**src/rtl/ctb_pkg.sv**
```systemverilog
// Shared types and constants for the callout timer bank.
// Used by ctb_ctrl, ctb_datapath and callout_timer_bank_top; no dependencies.
`timescale 1ns / 1ps
`default_nettype none

package ctb_pkg;

    // Bank geometry
    localparam int CHANNELS  = 8;
    localparam int CH_W      = 3;
    localparam int MASK_W    = 8;
    localparam int OP_W      = 2;
    localparam int COUNT_W   = 31;
    localparam int REMAIN_W  = 32;

    localparam logic [CH_W-1:0]     LAST_CH   = CH_W'(CHANNELS - 1);
    localparam logic [REMAIN_W-1:0] IDLE_MARK = '1;

    // Operation codes
    localparam logic [OP_W-1:0] OP_ARM     = 2'd0;
    localparam logic [OP_W-1:0] OP_TICK    = 2'd1;
    localparam logic [OP_W-1:0] OP_SERVICE = 2'd2;

    // Arm status codes
    localparam logic STATUS_OK       = 1'b0;
    localparam logic STATUS_DISABLED = 1'b1;

    // Controller to datapath
    typedef struct packed {
        logic            load;       // latch input beat, clear scratch
        logic            arm;        // write armed count, record status
        logic            tick_step;  // count down channel idx
        logic            svc_step;   // check channel idx for expiry
        logic            finish;     // push the closing result beat
        logic [CH_W-1:0] idx;
    } ctb_cmd_t;

    // Datapath to controller
    typedef struct packed {
        logic [OP_W-1:0] op;
        logic            out_free;   // output register can take a beat
    } ctb_stat_t;

endpackage

`default_nettype wire

```
**src/rtl/ctb_datapath.sv**
```systemverilog
// Datapath of the callout timer bank: count registers, enable mask, walk
// scratch and the output register. Depends on ctb_pkg; driven by ctb_ctrl.
`timescale 1ns / 1ps
`default_nettype none

module ctb_datapath (
    input  wire logic                   clk,
    input  wire logic                   rst_n,
    input  wire ctb_pkg::ctb_cmd_t      cmd,
    output ctb_pkg::ctb_stat_t          stat,
    // input beat payload
    input  wire logic [ctb_pkg::OP_W-1:0]    op,
    input  wire logic [ctb_pkg::CH_W-1:0]    channel,
    input  wire logic [ctb_pkg::COUNT_W-1:0] count_value,
    // configuration
    input  wire logic                         cfg_valid,
    input  wire logic [ctb_pkg::MASK_W-1:0]   cfg_data,
    // result channel
    output logic                   out_valid,
    input  wire logic              out_ready,
    output logic                   status,
    output logic                   expiry_event,
    output logic                   fire_valid,
    output logic [ctb_pkg::CH_W-1:0] fire_channel,
    output logic                   last
);
    import ctb_pkg::*;

    logic [REMAIN_W-1:0] remain_reg [CHANNELS];
    logic [MASK_W-1:0]   mask_reg;

    logic [OP_W-1:0]     op_reg;
    logic [CH_W-1:0]     ch_reg;
    logic [COUNT_W-1:0]  cnt_reg;
    logic                arm_st_reg;
    logic                ev_reg;
    logic                pend_reg;
    logic [CH_W-1:0]     pend_ch_reg;

    logic                out_valid_reg;
    logic                status_reg;
    logic                event_reg;
    logic                fv_reg;
    logic [CH_W-1:0]     fch_reg;
    logic                last_reg;

    logic [REMAIN_W-1:0] cur;
    logic                cur_en;
    logic                arm_en;
    logic                tick_hit;
    logic                fire_hit;
    logic                out_free;
    logic                push;
    logic                push_st;
    logic                push_ev;
    logic                push_fv;
    logic [CH_W-1:0]     push_ch;
    logic                push_last;

    // Channel under the walk
    assign cur      = remain_reg[cmd.idx];
    assign cur_en   = mask_reg[cmd.idx];
    assign arm_en   = mask_reg[ch_reg];
    assign tick_hit = cur_en && (cur != '0) && !cur[REMAIN_W-1];
    assign fire_hit = cur_en && (cur == '0);
    assign out_free = !out_valid_reg || out_ready;

    assign stat.op       = op_reg;
    assign stat.out_free = out_free;

    // Result beat selection
    always_comb
    begin
        push      = 1'b0;
        push_st   = 1'b0;
        push_ev   = 1'b0;
        push_fv   = 1'b0;
        push_ch   = '0;
        push_last = 1'b1;
        if (cmd.svc_step && fire_hit && pend_reg)
        begin
            // an earlier fire is known not to be the final one
            push      = 1'b1;
            push_fv   = 1'b1;
            push_ch   = pend_ch_reg;
            push_last = 1'b0;
        end
        else if (cmd.finish)
        begin
            push = 1'b1;
            case (op_reg)
                OP_ARM:     push_st = arm_st_reg;
                OP_TICK:    push_ev = ev_reg;
                OP_SERVICE:
                begin
                    push_fv = pend_reg;
                    push_ch = pend_reg ? pend_ch_reg : '0;
                end
                default:    push_st = 1'b0;
            endcase
        end
    end

    // Configuration register
    always_ff @(posedge clk or negedge rst_n)
    begin
        if (!rst_n)
            mask_reg <= '0;
        else if (cfg_valid)
            mask_reg <= cfg_data;
    end

    // Remaining counts: one write per cycle
    always_ff @(posedge clk or negedge rst_n)
    begin
        if (!rst_n)
        begin
            for (int i = 0; i < CHANNELS; i++)
                remain_reg[i] <= IDLE_MARK;
        end
        else if (cmd.arm && arm_en)
            remain_reg[ch_reg] <= {1'b0, cnt_reg};
        else if (cmd.tick_step && tick_hit)
            remain_reg[cmd.idx] <= cur - 1'b1;
        else if (cmd.svc_step && fire_hit)
            remain_reg[cmd.idx] <= IDLE_MARK;
    end

    // Input latch and walk scratch
    always_ff @(posedge clk or negedge rst_n)
    begin
        if (!rst_n)
        begin
            ev_reg   <= 1'b0;
            pend_reg <= 1'b0;
        end
        else if (cmd.load)
        begin
            ev_reg   <= 1'b0;
            pend_reg <= 1'b0;
        end
        else
        begin
            if (cmd.tick_step && tick_hit && (cur == REMAIN_W'(1)))
                ev_reg <= 1'b1;
            if (cmd.svc_step && fire_hit)
                pend_reg <= 1'b1;
        end
    end

    always_ff @(posedge clk)
    begin
        if (cmd.load)
        begin
            op_reg  <= op;
            ch_reg  <= channel;
            cnt_reg <= count_value;
        end
        if (cmd.arm)
            arm_st_reg <= arm_en ? STATUS_OK : STATUS_DISABLED;
        if (cmd.svc_step && fire_hit)
            pend_ch_reg <= cmd.idx;
    end

    // Output register
    always_ff @(posedge clk or negedge rst_n)
    begin
        if (!rst_n)
            out_valid_reg <= 1'b0;
        else if (push)
            out_valid_reg <= 1'b1;
        else if (out_ready)
            out_valid_reg <= 1'b0;
    end

    always_ff @(posedge clk)
    begin
        if (push)
        begin
            status_reg <= push_st;
            event_reg  <= push_ev;
            fv_reg     <= push_fv;
            fch_reg    <= push_ch;
            last_reg   <= push_last;
        end
    end

    assign out_valid    = out_valid_reg;
    assign status       = status_reg;
    assign expiry_event = event_reg;
    assign fire_valid   = fv_reg;
    assign fire_channel = fch_reg;
    assign last         = last_reg;

endmodule

`default_nettype wire

```
**src/rtl/ctb_ctrl.sv**
```systemverilog
// Controller of the callout timer bank: sequences one operation at a time
// and walks the channels. Depends on ctb_pkg; drives ctb_datapath.
`timescale 1ns / 1ps
`default_nettype none

module ctb_ctrl (
    input  wire logic               clk,
    input  wire logic               rst_n,
    input  wire logic               in_valid,
    output logic                    in_ready,
    input  wire ctb_pkg::ctb_stat_t stat,
    output ctb_pkg::ctb_cmd_t       cmd
);
    import ctb_pkg::*;

    typedef enum logic [2:0] {
        S_IDLE,
        S_DISPATCH,
        S_TICK,
        S_SVC,
        S_FINISH
    } state_t;

    state_t          state_reg, state_next;
    logic [CH_W-1:0] idx_reg, idx_next;

    // Next state and commands
    always_comb
    begin
        state_next = state_reg;
        idx_next   = idx_reg;
        cmd        = '0;
        cmd.idx    = idx_reg;
        in_ready   = 1'b0;
        case (state_reg)
            S_IDLE:
            begin
                in_ready = 1'b1;
                if (in_valid)
                begin
                    cmd.load   = 1'b1;
                    state_next = S_DISPATCH;
                end
            end
            S_DISPATCH:
            begin
                idx_next = LAST_CH;
                case (stat.op)
                    OP_ARM:
                    begin
                        cmd.arm    = 1'b1;
                        state_next = S_FINISH;
                    end
                    OP_TICK:    state_next = S_TICK;
                    OP_SERVICE: state_next = S_SVC;
                    default:    state_next = S_FINISH;
                endcase
            end
            S_TICK:
            begin
                cmd.tick_step = 1'b1;
                idx_next      = idx_reg - 1'b1;
                if (idx_reg == '0)
                    state_next = S_FINISH;
            end
            S_SVC:
            begin
                // a step may push a beat, so wait for room
                if (stat.out_free)
                begin
                    cmd.svc_step = 1'b1;
                    idx_next     = idx_reg - 1'b1;
                    if (idx_reg == '0)
                        state_next = S_FINISH;
                end
            end
            S_FINISH:
            begin
                if (stat.out_free)
                begin
                    cmd.finish = 1'b1;
                    state_next = S_IDLE;
                end
            end
            default: state_next = S_IDLE;
        endcase
    end

    // State register
    always_ff @(posedge clk or negedge rst_n)
    begin
        if (!rst_n)
        begin
            state_reg <= S_IDLE;
            idx_reg   <= '0;
        end
        else
        begin
            state_reg <= state_next;
            idx_reg   <= idx_next;
        end
    end

endmodule

`default_nettype wire

```
**src/rtl/callout_timer_bank_top.sv**
```systemverilog
// Sequence: an accepted beat is latched and dispatched on its op; arm and the
// unused op go on to the closing beat, while tick and service first walk the 8
// count registers from the last channel down, one channel per cycle, a
// service step waiting while the output is stalled. The closing beat also
// waits for room in the output register. Throughput: one beat at a time; a
// new beat is taken once the last result sits in the output register.
// Reset: asynchronous, active low; all channels idle, enable mask cleared.
// Depends on ctb_pkg, ctb_ctrl and ctb_datapath.
`timescale 1ns / 1ps
`default_nettype none

module callout_timer_bank_top (
    input  wire logic                          clk,
    input  wire logic                          rst_n,
    input  wire logic                          in_valid,
    output logic                               in_ready,
    input  wire logic [ctb_pkg::OP_W-1:0]      op,
    input  wire logic [ctb_pkg::CH_W-1:0]      channel,
    input  wire logic [ctb_pkg::COUNT_W-1:0]   count_value,
    input  wire logic                          cfg_valid,
    output logic                               cfg_ready,
    input  wire logic [ctb_pkg::MASK_W-1:0]    cfg_data,
    output logic                               out_valid,
    input  wire logic                          out_ready,
    output logic                               status,
    output logic                               expiry_event,
    output logic                               fire_valid,
    output logic [ctb_pkg::CH_W-1:0]           fire_channel,
    output logic                               last
);
    import ctb_pkg::*;

    ctb_cmd_t  cmd;
    ctb_stat_t stat;

    // Mask writes are always taken
    assign cfg_ready = 1'b1;

    ctb_ctrl u_ctrl (
        .clk      (clk),
        .rst_n    (rst_n),
        .in_valid (in_valid),
        .in_ready (in_ready),
        .stat     (stat),
        .cmd      (cmd)
    );

    ctb_datapath u_datapath (
        .clk          (clk),
        .rst_n        (rst_n),
        .cmd          (cmd),
        .stat         (stat),
        .op           (op),
        .channel      (channel),
        .count_value  (count_value),
        .cfg_valid    (cfg_valid),
        .cfg_data     (cfg_data),
        .out_valid    (out_valid),
        .out_ready    (out_ready),
        .status       (status),
        .expiry_event (expiry_event),
        .fire_valid   (fire_valid),
        .fire_channel (fire_channel),
        .last         (last)
    );

endmodule

`default_nettype wire
```
**config.mk**
```make
export PLATFORM = sky130hd
export DESIGN_NAME = callout_timer_bank_top
export DESIGN_NICKNAME = d
export VERILOG_FILES = /design/src/rtl/ctb_pkg.sv /design/src/rtl/ctb_datapath.sv /design/src/rtl/ctb_ctrl.sv /design/src/rtl/callout_timer_bank_top.sv
export SDC_FILE = /design/constraint.sdc
export NUM_CORES = 1
export LEC_CHECK = 0
export BUFFER_PORTS_ARGS = -buffer_cell sky130_fd_sc_hd__buf_2
export CAP_MARGIN = 15
export CORE_ASPECT_RATIO = 2
export CORE_MARGIN = 5
export CORE_UTILIZATION = 40
export DETAILED_ROUTE_END_ITERATION = 12
export PLACE_DENSITY_LB_ADDON = 0.3
export SLEW_MARGIN = 40
export SYNTH_ARGS = -nofsm -noshare
export SYNTH_HDL_FRONTEND = slang
export SYNTH_SLANG_ARGS = --single-unit
```
**constraint.sdc**
```tcl
create_clock -name clk -period 4.2 [get_ports clk]
set_clock_uncertainty 0.05 [all_clocks]
set_input_delay 0.42 -clock clk [delete_from_list [all_inputs] [get_ports clk]]
set_output_delay 0.42 -clock clk [all_outputs]
set_load 0.1 [all_outputs]
```
==> flow_summary.yaml, run 1 <==
setup_path:
  critical_path_depth: 14
  arrival_ns: 4.56
  crit_top_cell: "buf_4"
  required_ns: 4.66
  r2r_cells: 14
  critical_path.top_delay_family: "simple AND/OR/NAND/NOR gates"
  max_stage_delay_ns: 0.55
  crit_type: "flop to flop"
  cp.buffers_inverters: 5
  cp_slowest_cell: "or3_4"
  end_kind: "flop"
  cp-start-kind: "flop"
  path_max_fanout: 9
  cp_cell_sequence: "buf_12 -> buf_12 -> buf_4 -> mux4_2 -> mux2_4 -> nor4b_2 -> buf_4 -> nand3_2 -> nor4_4 -> a31oi_4 -> or3_4 -> and3_1 -> buf_4 -> a31oi_1"
sta:
  setup_viol: 0
  min_period_ns: 4.11
  drv_slew: 0
  fmax_mhz: 243
  fin_ws_ns: 0.0922
  min_period_over_period_pct: 97.8
  relSlewSlack_pct: 52.5
  tightest_slew_ns: 0.704
  hold_viol_final: 0
  hold_ws_ns: 0.0183
grt:
  grt_pass1_vias: 18300
  overflow: 0
  grt_max_degree: 107
  grt_pass1_wl_um: 111000
  antenna_found_initial: 0
  groute.usage.overall_pct: 28.8
clock_tree:
  numCtsBuffers: 31
  cts_root_buffer: "clkbuf_16"
  clk-insertion-delay-late_ns: 0.60
  tritoncts: "yes"
  cts.sinks: 320
  clock_path_buffers: 3
  ctsHtreeMaxLevel: 1
  clk_pin_slew_ns: 0.07
placement:
  dp_hpwl_um: 50800
  place.gp.congestion: 0.966
  portBuffers: 57
  preCtsSetupSlack_ns: -0.00125
logic_synthesis:
  yosysTopAreaCell: "dfstp_2"
  syn_area_um2: 18500
  synth-edff-count: 47
  ys.flop_type: "dfstp_2"
  synth.avg_cell_area_um2: 9.43
  async_flop_share_pct: 85.3
  netlist_instances: 1964
  ys_seq_area_share_pct: 46.3
  ys_types: 73
  synthTopCellsByArea: "dfstp_2 36%, nand2_1 11%, a31oi_1 9.9%"
  syn-num-nets: 2021
  synth_top_area_share_pct: 36.3
  ys_ff_latch: 320
  yosysWarningCount: 0
pwr:
  power_frac_comb_pct: 56.2
  p_int_mw: 10.9
  clkPwrFrac_pct: 14.9
  netSwitchingPower_mw: 9.10
  p_seq_share_pct: 28.9
  swShare_pct: 45.5
  ir_drop_v: 0.000454
  powerDensity_nw_per_um2: 902
  p_total_mw: 20.0
  p_leak_nw: 9.26
drt:
  first_pass_iters: 6
  postRouteWirelength_um: 76000
  postRouteAntennaNets: 0
  wl_per_cell_um: 28.6
  viasPerCell: 6.72
  num_vias: 17900
  post-route-drc-count: 0
  dr.first_iter.drc_count: 2202
flow_run:
  maxCapViolations: 0
floorplanning:
  die_x_um: 162
  rows: 111
  num_io_pins: 59
  core_um2: 45800
  start_util_pct: 40.4
  dieHeight_um: 314
  die-area_um2: 50900
final_layout:
  diodes: 0
  syn_to_final_growth_pct: 19.7
  layout.nets: 2125
  utilization_pct: 48.4
  num-fill-cells: 4160
  largest_register_ffs: 256
  layout-drive-gt1-share_pct: 32.2
min_path:
  min_path_cells: 2
  worstHoldPathType: "input port to flop"
status:
  outcome: "finished clean"
-- path summary, 6_finish.rpt --
kind	start	to	slack [ns]
hold / removal	cfg_data[6]	u_datapath.mask_reg[6]	0.02
max in group asynchronous	rst_n	u_datapath.remain_reg[227]	3.25
setup reg to reg	u_ctrl.idx_reg[0]	u_datapath.remain_reg[158]	0.09
setup / recovery	u_ctrl.idx_reg[0]	u_datapath.remain_reg[158]	0.09
hold reg to reg	u_datapath.remain_reg[142]	u_datapath.remain_reg[142]	0.43
min in group asynchronous	rst_n	u_datapath.remain_reg[23]	0.03
-- cell type report --
cell class                 count  area (um2)  area share (%)
sequential                   320        8570            38.7
tap                          565         707            3.19
timing repair buffer         273        2540            11.5
multi-input combinational   1433        9260            41.8
inverter                       9        36.3           0.164
clock inverter                19         210           0.948
clock buffer                  38         843            3.80
-- stage by stage --
stage / area [um2] / setup TNS [ns] / instances
2_1_floorplan: 18500 / 0 / 1964
4_1_cts: 21900 / 0 / 2647
5_1_grt: 22200 / -0.0385 / 2657
6_report: 22200 / 0 / 2657
3_5_place_dp: 20500 / -0.00188 / 2554
3_3_place_gp: 20500 / 0 / 2553
-- Yosys cell counts, drive strengths merged (8+ instances only) --
cell     count
a21oi       21
a22oi      105
a31oi      294
and2        15
and3        19
buf         65
clkbuf     139
dfrtp       17
dfstp      256
edfxtp      47
ha           8
inv          8
mux2        18
mux2i       22
mux4        61
nand2      535
nand3       40
nand4       12
nor2        29
nor2b        8
nor3        11
o21ai       82
o2bb2ai     56
xnor2        8
-- power groups by stage --
stage / Combinational (mW) / Clock (mW) / Sequential, mW
after floorplan: 6.45 / 0 / 5.25
after global placement: 10.4 / 0 / 5.73
after detailed placement: 10.6 / 0 / 5.77
after CTS: 10.7 / 3.02 / 5.72
after global routing: 11.8 / 3.13 / 5.83
final: 11.2 / 2.98 / 5.77
-- cells in the final DEF (no fill, tap or decap), types with 36 or more instances in the layout --
cell type and instances:
nand2_1 535, a31oi_1 293, dfstp_2 256, buf_4 138, a22oi_1 105, o21ai_0 67, mux4_2 61, o2bb2ai_1 56
buf_2 56, edfxtp_1 47, nand3_1 39, dlygate4sd3_1 36
-- routing by layer --
| layer | part of all wire [%] | up-vias | global-route usage [%] |
|---|---|---|---|
| met5 | 0 | - | 0 |
| li1 | - | 7508 | - |
| met1 | 32 | 8676 | 29.4 |
| met2 | 50 | 1194 | 50.4 |
| met4 | 11 | 0 | 25.9 |
| met3 | 6.8 | 478 | 4.01 |
-- cell families (layout without fill, tap and decap cells) --
group | count (synthesis) | after routing | share of synthesized area (%)
xor+xnor | 9 | 9 | 0.426
compound gates | 601 | 601 | 21.6
other cells | 1 | 1 | 0.0203
simple gates | 711 | 713 | 16.5
mux | 101 | 101 | 9.71
fa+ha+maj | 8 | 8 | 0.541
buf+inv | 213 | 339 | 4.92
flops | 320 | 320 | 46.3
-- repair_timing --
action                                 in CTS  in global routing
buffers inserted                            0                  5
pin swaps                                   0                  4
hold buffers                               36                  0
cloned                                      0                  4
setup endpoints to repair                  18                224
resized for setup                           4                 22
endpoints found under the hold margin      36                  0
(Power assumes the default switching activity.)
==> run 2: changes to the inputs <==
Settings changed: CORE_UTILIZATION 40 to 55, RECOVER_POWER set to 50.
==> run 2 against run 1 <==
Compared with the run above: the run now ends with max-capacitance violations, max-slew violations left; via count increased by 2.3%; register-to-register slack hardly changed; clock power up 4%; wire length shrank 4.0%; utilization increased by 17 points; clock-buffer cell count up 2; cell area decreased by 1.7%; global-route usage is 8.6 points higher; combinational power about the same; sequential share of layout area increased by 0.67 points; critical path depth fell by 2; non-clock buffer count down 11; largest cell class unchanged; largest power group unchanged; highest routed layer unchanged.
==> flow_summary.yaml, run 2 (same netlist as run 1, synthesis figures left out) <==
status:
  outcome: "finished, violations left"
  violations: "max-capacitance violations, max-slew violations"
final_layout:
  layout-drive-gt1-share_pct: 31.0
  final_common_cell: "nand2_1"
  diodes: 0
  num-fill-cells: 2652
  stdcell_area_um2: 21800
  layout.nets: 2112
  utilization_pct: 65.2
  syn_to_final_growth_pct: 17.7
  largest_register_ffs: 256
  final_cell_mix: "535 x nand2_1, 292 x a31oi_1, 256 x dfstp_2"
drt:
  first_pass_iters: 6
  wl_per_cell_um: 29.0
  num_vias: 18300
  postRouteWirelength_um: 73000
  post-route-drc-count: 0
  dr.first_iter.drc_count: 1980
  postRouteAntennaNets: 0
  viasPerCell: 7.26
clock_tree:
  cts_root_buffer: "clkbuf_16"
  numCtsBuffers: 30
  cts.sinks: 320
  tritoncts: "yes"
  clk-insertion-delay-late_ns: 0.59
  clk_pin_slew_ns: 0.07
  clock_path_buffers: 3
  ctsHtreeMaxLevel: 1
sta:
  setup_viol: 0
  hold_ws_ns: 0.0308
  min_period_ns: 4.10
  drv_slew: 36
  relSlewSlack_pct: -59.0
  hold_viol_final: 0
  tightest_slew_ns: 2.39
  fmax_mhz: 244
  min_period_over_period_pct: 97.7
grt:
  overflow: 0
  groute.usage.overall_pct: 37.4
  grt_pass1_wl_um: 108000
  grt_pass1_vias: 18400
  grt_max_degree: 108
  antenna_found_initial: 0
setup_path:
  arrival_ns: 4.55
  path_max_fanout: 18
  max_stage_delay_ns: 0.55
  crit_type: "flop to flop"
  cp_slowest_cell: "dfrtp_4"
  cp-start-kind: "flop"
  required_ns: 4.64
  end_kind: "flop"
  cp_cell_sequence: "buf_12 -> buf_4 -> mux4_2 -> nand2_1 -> nand2_1 -> or4_4 -> nor4_4 -> a31oi_4 -> or3_4 -> and3_1 -> buf_12 -> a31oi_1"
floorplanning:
  dieHeight_um: 269
  die-area_um2: 37600
  start_util_pct: 55.4
  die_x_um: 140
  num_io_pins: 59
  rows: 95
  core_um2: 33400
flow_run:
  maxCapViolations: 1
placement:
  dp_hpwl_um: 48300
  portBuffers: 57
  place.gp.congestion: 1.04
  place_area_um2: 20200
pwr:
  p_leak_nw: 9.12
  powerDensity_nw_per_um2: 909
  ir_drop_v: 0.000480
  p_total_mw: 19.8
min_path:
  worstHoldPathType: "input port to flop"
-- run 2: cell count changes in the layout (fill, tap and decap cells not counted), moves of 4 or more --
cell      before  now
clkbuf_1       4   12
buf_2         56   49
buf_4        138  132
clkinv_2       7    1
mux2i_1       17   21
mux2i_2        4    0
-- run 2: worst max-delay path: cells and delay by family, from the launching register on --
kind                   cells  cell delay, ns
and+or+nand+nor            6            1.93
buffers and inverters      3            0.58
DFF                        1            0.55
muxes                      1            0.52
AOI/OAI and AO/OA          2            0.38
-- run 2: timing repair --
item                                    CTS  global route
gates resized for setup                   0            14
gates cloned                              0             1
setup buffers                             0             6
hold buffers                             36             1
endpoints found under the setup margin   40           251
hold endpoints to repair                 40             1
-- run 2: area by class of cell --
cell class / instances / area [um2] / share of cell area [%]
clock buffer: 40 / 881 / 4.04
clock inverter: 16 / 234 / 1.07
inverter: 9 / 36.3 / 0.167
multi-input combinational: 1432 / 9210 / 42.3
sequential: 320 / 8570 / 39.3
tap: 436 / 546 / 2.50
timing repair buffer: 262 / 2310 / 10.6
-- run 2: stage by stage --
step	setup TNS, ns	setup slack, ns	cells
4_1_cts	-0.733	-0.0528	2506
5_1_grt	-0.00264	-0.00264	2515
6_report	0	0.0977	2515
2_1_floorplan	0	0.0252	1964
3_3_place_gp	-0.0320	-0.0127	2413
3_5_place_dp	-0.287	-0.0390	2414
-- run 2: layer usage --
metal  up-vias  share of wire [%]  track usage (%)  wire length, um
li1       7494                  -                -                -
met1      8781                 31             40.9            22800
met2      1446                 48             61.7            35200
met3       549                9.3             6.03             6760
met4         0                 11             33.4             8230
met5         -                  0                0                0
-- run 2: worst paths after layout --
| check | startpoint | endpoint | slack [ns] | cells past startpoint |
|---|---|---|---|---|
| worst max-delay path | u_ctrl.idx_reg[0] | u_datapath.remain_reg[193] | 0.1 | 12 |
| worst min-delay path | cfg_data[3] | u_datapath.mask_reg[3] | 0.03 | 2 |
| worst max register to register | u_ctrl.idx_reg[0] | u_datapath.remain_reg[193] | 0.1 | 12 |
| worst min register to register | u_datapath.remain_reg[68] | u_datapath.remain_reg[68] | 0.43 | 1 |
| max in group asynchronous | rst_n | u_datapath.remain_reg[195] | 0.78 | 3 |
| min in group asynchronous | rst_n | u_datapath.remain_reg[153] | 1.82 | 2 |
-- run 2: where the power goes --
group | switching [mW] | internal [mW]
logic | 6.81 | 4.17
registers | 0.879 | 4.84
clock network | 1.26 | 1.83
total | 8.96 | 10.8
